`config.mk`:
```
export PLATFORM = sky130hd
export DESIGN_NAME = lli_queue
export DESIGN_NICKNAME = d
export VERILOG_FILES = /design/src/sv/lli_pkg.sv /design/src/sv/lli_queue.sv
export SDC_FILE = /design/constraint.sdc
export NUM_CORES = 1
export LEC_CHECK = 0
export ABC_AREA = 1
export BUFFER_PORTS_ARGS = -buffer_cell sky130_fd_sc_hd__clkbuf_2
export CAP_MARGIN = 15
export CORE_ASPECT_RATIO = 0.75
export CORE_MARGIN = 3
export CORE_UTILIZATION = 30
export CTS_CLUSTER_DIAMETER = 120
export DETAILED_ROUTE_END_ITERATION = 8
export HOLD_SLACK_MARGIN = 0.06
export PLACE_DENSITY = 0.55
export SYNTH_ARGS = -nofsm -noshare
export SYNTH_HDL_FRONTEND = slang
export SYNTH_SLANG_ARGS = --single-unit
export TNS_END_PERCENT = 1
```
`constraint.sdc`:
```
create_clock -name clock -period 4.5 [get_ports clock]
set_input_delay 0.225 -clock clock [delete_from_list [all_inputs] [get_ports clock]]
set_output_delay 0.225 -clock clock [all_outputs]
set_load 0.02 [all_outputs]
```
`src/sv/lli_pkg.sv`:
```
`timescale 1ns / 1ps
package lli_pkg;
   localparam int DEF_COORD_BITS = 16;
   localparam int DEF_FRAC_BITS  = 16;
   localparam int OUT_W          = 48;
   localparam int QUEUE_DEPTH    = 4;
   localparam int CSR_ADDR_BITS  = 3;
   localparam int CSR_DATA_BITS  = 32;
   localparam logic CSR_IDX_INTEGER_RESULT = 1'b0;
endpackage

```
`src/sv/lli_queue.sv`:
```
`timescale 1ns / 1ps
module lli_queue import lli_pkg::*; #(
   parameter int WIDTH = 8,
   parameter int DEPTH = QUEUE_DEPTH
) (
   input  logic clock,
   input  logic reset,
   input  logic push,
   input  logic [WIDTH-1:0] push_data,
   input  logic pop,
   output logic [WIDTH-1:0] pop_data,
   output logic full,
   output logic empty
);
   localparam int AW = (DEPTH > 1) ? $clog2(DEPTH) : 1;
   localparam int CW = $clog2(DEPTH + 1);

   logic [WIDTH-1:0] mem_ff [0:DEPTH-1];
   logic [AW-1:0] wr_ptr_ff, rd_ptr_ff;
   logic [CW-1:0] count_ff;
   logic do_push, do_pop;

   assign full     = (count_ff == CW'(DEPTH));
   assign empty    = (count_ff == '0);
   assign do_push  = push && !full;
   assign do_pop   = pop && !empty;
   assign pop_data = mem_ff[rd_ptr_ff];

   always_ff @(posedge clock) begin
      if (do_push) begin
         mem_ff[wr_ptr_ff] <= push_data;
      end
   end

   always_ff @(posedge clock) begin
      if (reset) begin
         wr_ptr_ff <= '0;
         rd_ptr_ff <= '0;
         count_ff  <= '0;
      end else begin
         if (do_push) begin
            wr_ptr_ff <= (wr_ptr_ff == AW'(DEPTH - 1)) ? '0 : wr_ptr_ff + 1'b1;
         end
         if (do_pop) begin
            rd_ptr_ff <= (rd_ptr_ff == AW'(DEPTH - 1)) ? '0 : rd_ptr_ff + 1'b1;
         end
         if (do_push && !do_pop) begin
            count_ff <= count_ff + 1'b1;
         end else if (do_pop && !do_push) begin
            count_ff <= count_ff - 1'b1;
         end
      end
   end
endmodule

```
==> Word level (Yosys, flattened, before mapping) <==
Memories as Yosys holds them, arrays and structs flattened. A register that Yosys moved wholly into a read port is not among the register bits.
Cells that the tools add are included.
{ "totals": {"reg_bits": 7, "ramBits": 32, "out_inout_bits": 10, "elab_cells": 29, "n_memories": 1} }
{ "memory_table": {"columns": ["name", "depth", "width", "rd", "rd_ports_with_merged_regs", "write_ports", "line", "source"], "rows": [
  ["mem_ff", 4, 8, 1, 1, 1, "lli_queue.sv:18", "logic [WIDTH-1:0] mem_ff [0:DEPTH-1];"]
]} }
{ "op_classes": {"add_sub_neg": 4, "n_eq_ne": 3, "n_mux": 8, "reduce_logical": 10} }
{ "ops": {"columns": ["cell", "count"], "rows": [
  ["2-bit two-way mux", 4],
  ["3-bit two-way mux", 2],
  ["2-bit by 1-bit adder with 2-bit output (second input constant)", 2],
  ["2-bit == test (second input constant)", 2],
  ["1-bit logical AND", 4],
  ["1-bit zero test", 4],
  ["3-bit by 1-bit adder with 3-bit output (second input constant)", 1],
  ["3-bit == test (second input constant)", 1],
  ["3-bit zero test", 1],
  ["3-bit by 1-bit subtractor with 3-bit output (second input constant)", 1],
  ["1-bit two-way mux", 2],
  ["2-bit nonzero test", 1]
]} }

==> Depth between registers and ports, before layout <==
Gate-level depths: netlist of run 1.
{ "depth": {"ltp_word": 7, "ltp_mapped": 13, "depth_no_buf": 13} }

==> Worst setup path before layout of run 1 <==
Ideal clock, no wire load.
{ "synth_timing": {"kind": "reg2reg", "from": "register count_ff[1]", "to": "register count_ff[1]", "setup_time_ns": 0.116, "arrival_time_ns": 1.574, "t_required_ns": 4.384, "slack_ns": 2.810, "stages_incl_launch_ff": 10, "path_buffers": 0, "path_cell_list": "dfxtp_1 nor2_1 nand2_1 nand2_2 inv_1 ha_1 inv_1 fa_1 o21ai_0 nor2_1"} }
{ "synth_via": {"elab_chain_len": 6, "word_cells_on_any_way": 15, "classes_between": "add/sub: 2; eq/ne: 1; mux: 2; reduce/logical: 10"} }
{ "synth_lines": {"columns": ["element", "line", "source"], "rows": [
  ["from (decl)", "lli_queue.sv:20", "logic [CW-1:0] count_ff;"],
  ["from (signal assigned)", "lli_queue.sv:48", "count_ff <= count_ff + 1'b1;"],
  ["from (signal assigned)", "lli_queue.sv:50", "count_ff <= count_ff - 1'b1;"],
  ["3-bit == test (*)", "lli_queue.sv:23", "assign full = (count_ff == CW'(DEPTH));"],
  ["1-bit zero test (*)", "lli_queue.sv:25", "assign do_push = push && !full;"],
  ["1-bit logical AND (*)", "lli_queue.sv:25", null],
  ["net do_push", "lli_queue.sv:21", "logic do_push, do_pop;"],
  ["1-bit zero test", "lli_queue.sv:49", "end else if (do_pop && !do_push) begin"],
  ["1-bit logical AND", "lli_queue.sv:49", null],
  ["2-bit nonzero test (no line)", null, null]
]} }
Mark *: on every way through the listed nets, which the timed path passes. The rest lies on a longest branch. The select of a mux whose other input is x is not followed.
A chain may end at the register's enable or synchronous reset.

==> qor.yml, run 1 <==
setup_path:
  path_max_fanout: 17
  path_class: "reg -> out"
  cp_slowest_cell: "dfxtp_1"
  cp_top_family: "flip-flops"
  r2r-start: "count_ff[1]$_SDFFE_PP0P_"
  r2r_setup_slack_ps: 2650
  crit_path_end: "pop_data[0]"
  crit_chain: "inv_2, o21ai_0, o22ai_1, clkbuf_2"
  path_buf_inv: 2
  cp-start-kind: "flip-flop"
  arrival_ps: 1770
  end_kind: "output port"
  r2r_cells: 9
  slowest_delay_ps: 700
  r2r_end: "count_ff[1]$_SDFFE_PP0P_"
  required_ps: 4280
  cp_num_cells: 4
die:
  io_pins: 22
  initial_core_util_pct: 31.4
  fp.dieArea_mm2: 0.00660
  die_height_um: 71.1
  die_x_um: 92.8
  core_area_mm2: 0.00541
  num_rows: 23
timing:
  drv_slew: 0
  setup_violations: 0
  maxSlewHeadroom_pct: 43.9
  hold_viol: 0
  worstMarginPinSlew_ps: 838
  finClkSkew_ps: 8.15
  timing.fmax_ghz: 0.501
  tns_ps: 0
  fin_crit_sh_pct: 44.4
  period_needed_ps: 2000
  rsz0062_at_grt: "no"
detailed_routing:
  drt_iter0_drc: 56
  wl_per_cell_um: 11.9
  drt-pass1-iter-count: 4
  wl_um: 2960
  ant_nets: 0
  vias: 1036
  drc: 0
  via_per_inst: 4.16
clocking:
  holdBufCountCts: 0
  clock-sinks: 41
  clk_pin_slew_worst_paths_ps: 80
  cts_setup_buffers: 0
  cts.repair.resized: 0
  insertion_delay_ps: 290
  clock_path_buffers: 2
  root_buffer: "clkbuf_8"
  cts_made_buffers: 5
  cts.htree.levels: 2
  cts_tree: "done"
pwr:
  power.leakage_nw: 0.804
  vdd_drop_max_v: 0.000199
  power_density_mw_per_mm2: 613
logic_synthesis:
  ys_types: 19
  syn-num-nets: 166
  synth_warnings: 0
  syn_avg_cell_area_um2: 11.5
  synth-seq-area-share_pct: 67.3
  ys_seq_elements: 41
  syn_inst: 147
  syn_area_mm2: 0.00170
global_route:
  first_global_vias: 1030
  grt_max_degree: 18
  grtUsageTotal_pct: 9.85
  antenna_found_initial: 0
  grt-ovfl-total: 0
  grt_pass1_wl_um: 4850
layout:
  final_cell_mix: "nor2_1 (33), edfxtp_1 (32), clkbuf_2 (21)"
  fillers: 544
  nNetsFinal: 192
  synthToLayoutAreaGrowth_pct: 18.3
  final_common_cell: "nor2_1"
  diodes: 0
  drive_gt1_share_pct: 19.5
  utilization_pct: 37.1
placement:
  numPortBuffers: 21
  post-dp-hpwl_um: 2000
  globalplace.congestion: 0.708
job:
  cap_violations: 0
min_path:
  hold_class: "in -> reg"
status:
  status: "completed"
[worst min path at each step]
| stage | start | end | slack [ps] | cells past startpoint |
|---|---|---|---|---|
| 2_1_floorplan | reset | count_ff[0]$_SDFFE_PP0P_ | 300 | 1 |
| 3_3_place_gp | reset | count_ff[0]$_SDFFE_PP0P_ | 410 | 2 |
| 3_5_place_dp | reset | count_ff[0]$_SDFFE_PP0P_ | 410 | 2 |
| 4_1_cts | reset | count_ff[0]$_SDFFE_PP0P_ | 90 | 2 |
| 5_1_grt | reset | count_ff[0]$_SDFFE_PP0P_ | 110 | 2 |
| 6_report | reset | count_ff[0]$_SDFFE_PP0P_ | 100 | 2 |
[cells in the mapped netlist, drive strengths merged]
cell     n  share of area, %
a21oi    2              0.59
xor2     1              0.52
ha       6               4.4
nand2   14               3.2
nor2    33               7.3
nand3b   2              0.88
nand3    1              0.29
dfxtp    9                11
inv     18               4.0
edfxtp  32                57
o21ai   17               5.7
fa       1               1.2
nand4    1              0.37
buf      2               1.3
o22ai    8               2.9
[through the flow]
step	hold WS [ps]	cells	worst slack, ps	total power (W)	area (um2)
6_report	99.3	249	2500	0.00123	2010
5_1_grt	106	249	2340	0.00132	2010
4_1_cts	94.6	249	2480	0.00124	2010
3_5_place_dp	412	241	2670	0.000903	1870
3_3_place_gp	409	241	2720	0.000899	1870
2_1_floorplan	297	147	2810	0.000793	1700
[worst register-to-register path: cells and delay by family (launching register included)]
kind / cells / cell delay [ps]
flip-flops: 1 / 350
AND/OR/NAND/NOR: 4 / 470
buffers and inverters: 2 / 150
adder cells (fa/ha/maj): 2 / 620
AO/OA/AOI/OAI: 1 / 160
[layer usage]
metal  part of all wire [%]  track usage, %  wire length (um)  up-vias
met5                      0               0                 0        -
met1                     52            13.3              1530      459
met3                    4.0            3.29               117        5
met4                    1.9            4.88                56        0
li1                       -               -                 -      552
met2                     42            14.1              1250       20
[final cells by class]
type,instances,area [um2],share of cell area [%]
Inverter,18,67.6,3.37
Sequential cell,41,1140,56.9
Timing Repair Buffer,21,105,5.24
Multi-Input combinational cell,86,465,23.2
Clock inverter,3,65.1,3.24
Tap cell,75,93.8,4.68
Clock buffer,5,68.8,3.43
[logic make-up after synthesis]
family                   count (synthesis)  share of synthesized area [%]
adder cells (fa/ha/maj)                  7                           5.60
AO/OA/AOI/OAI                           27                           9.22
AND/OR/NAND/NOR                         51                           12.1
flip-flops                              41                           67.3
buffers and inverters                   20                           5.31
XOR/XNOR                                 1                          0.516
[state kept, by name, indices dropped and copies added (netlist names), named ones only]
| register | count |
|---|---|
| rd_ptr_ff | 2 |
| mem_ff | 32 |
| wr_ptr_ff | 2 |
| count_ff | 3 |
[power by group]
group / internal, W / switching (W)
Clock: 0.000220 / 0.000121
Sequential: 0.000470 / 0.0000481
Combinational: 0.000126 / 0.000246
Total: 0.000816 / 0.000415
No activity file was read; power rests on OpenSTA's default activity.
==> run 2: changes to the inputs <==
Clock period 4.5 ns to 2 ns, I/O delays scaled along.
==> qor.yml, run 2 (same netlist as run 1, synthesis figures left out) <==
global_route:
  first_global_vias: 1037  # +0.68%
  grt_max_degree: 17  # -1
  grtUsageTotal_pct: 9.90  # +0.056 points
  grt_pass1_wl_um: 4950  # +2.0%
  grt-ovfl-total: 0  # unchanged
  antenna_found_initial: 0  # unchanged
timing:
  timing.fmax_ghz: 0.550
  holdWs_ps: 130  # +30.8 ps
  drv_slew: 0  # unchanged
  worstMarginPinSlew_ps: 331  # -507 ps
  finClkSkew_ps: 4.16  # -3.99 ps
  final.setup.worst_slack_ps: 181  # -2320 ps
  period_needed_ps: 1820
  rsz0062_at_grt: "yes"
  maxSlewHeadroom_pct: 77.9  # +34 points
  setup_violations: 0  # unchanged
  hold_viol: 0  # unchanged
  fin_crit_sh_pct: 91.0
setup_path:
  path_max_fanout: 7  # -10
  arrival_ps: 2000  # +230 ps
  path_class: "reg -> reg"
  end_kind: "flip-flop"
  cp-start-kind: "flip-flop"
  required_ps: 2190  # -2090 ps
min_path:
  hold_class: "in -> reg"
job:
  cap_violations: 0  # unchanged
pwr:
  power_density_mw_per_mm2: 1310  # +110%
  power.leakage_nw: 0.870  # +8.2%
  finalPower_w: 0.00280  # +130%
  vdd_drop_max_v: 0.000338  # +70%
layout:
  final_cell_mix: "nor2_1 (33), edfxtp_1 (32), clkbuf_2 (21)"
  layout.cells.non_filler: 263  # +5.6%
  diodes: 0  # unchanged
  reg_top3: "mem_ff (32), count_ff (3)"
  utilization_pct: 39.5  # +2.5 points
  regMostFlops: "mem_ff"
  synthToLayoutAreaGrowth_pct: 26.1
  final_common_cell: "nor2_1"
  largest_register_ffs: 32  # unchanged
  nNetsFinal: 206  # +7.3%
  drive_gt1_share_pct: 20.7  # +1.2 points
clocking:
  clock-sinks: 41  # unchanged
  insertion_delay_ps: 290  # about the same
  clk_pin_slew_worst_paths_ps: 80  # about the same
  cts.htree.levels: 2  # unchanged
  cts_tree: "done"
  clock_path_buffers: 2  # unchanged
  root_buffer: "clkbuf_8"
  cts_made_buffers: 5  # unchanged
detailed_routing:
  vias: 1108  # +6.9%
  wl_um: 2960  # unchanged
  drc: 0  # unchanged
  via_per_inst: 4.21  # +1.3%
  wl_per_cell_um: 11.3  # -5.3%
  drt_iter0_drc: 44  # -21%
  ant_nets: 0  # unchanged
  drt-pass1-iter-count: 4  # unchanged
status:
  status: "completed"
placement:
  preCtsSetupSlack_ps: 180  # -2490 ps
  dpl.cell_count: 246  # +2.1%
  post-dp-hpwl_um: 2030  # +1.8%
  numPortBuffers: 21  # unchanged
  globalplace.congestion: 0.741  # +4.6%
die:
  core_area_mm2: 0.00541  # unchanged
  fp.dieArea_mm2: 0.00660  # unchanged
  io_pins: 22  # unchanged
  num_rows: 23  # unchanged
  die_x_um: 92.8  # unchanged
  die_height_um: 71.1  # unchanged
  initial_core_util_pct: 31.4  # unchanged
==> run 2: where the power goes <==
part,switching [W],total (W),internal [W]
Sequential,0.0000807,0.00114,0.00106
Clock,0.000270,0.000765,0.000495
Combinational,0.000585,0.000903,0.000318
==> run 2: cell type report <==
type / instances / area (um2)
timing repair buffer: 35 / 233
fill: 552 / 3270
tap: 75 / 93.8
clock buffer: 5 / 68.8
multi-input combinational: 86 / 470
sequential: 41 / 1140
inverter: 18 / 67.6
clock inverter: 3 / 65.1
==> run 2: repair_timing <==
item | 4_1_cts | 5_1_grt
setup buffers | 0 | 0
hold buffers | 9 | 0
resized for setup | 0 | 1
endpoints found under the hold margin | 33 | 0
setup endpoints to repair | 0 | 2
==> run 2: per-stage QoR <==
stage | setup TNS (ps) | cell area [um2]
after detailed placement | 0 | 1910
after global routing | -30.2 | 2140
final | 0 | 2140
after CTS | 0 | 2130
after global placement | 0 | 1910
after floorplan | 0 | 1700
==> run 2: critical path, stage by stage, from the launching register on <==
cell and delay (ps):
dfxtp_1 340, nor2_1 160, nand2_1 150, nand2_4 120
inv_1 50, ha_1 200, inv_1 80, fa_1 400
o21ai_0 160, nor2_1 50
==> run 2: routing by layer <==
layer	routed length, um	up-vias	global-route usage, %
li1	-	579	-
met5	0	-	0
met3	113	5	2.98
met4	46	0	4.39
met2	1270	19	14.3
met1	1520	505	13.8
==> run 2: worst paths after layout <==
path | startpoint | endpoint | slack (ps) | cells after the start
worst min register to register | rd_ptr_ff[1]$_SDFFE_PP0P_ | rd_ptr_ff[1]$_SDFFE_PP0P_ | 530 | 2
worst max-delay path | count_ff[1]$_SDFFE_PP0P_ | count_ff[1]$_SDFFE_PP0P_ | 180 | 9
worst min-delay path | push | wr_ptr_ff[1]$_SDFFE_PP0P_ | 130 | 3
worst max register to register | count_ff[1]$_SDFFE_PP0P_ | count_ff[1]$_SDFFE_PP0P_ | 180 | 9
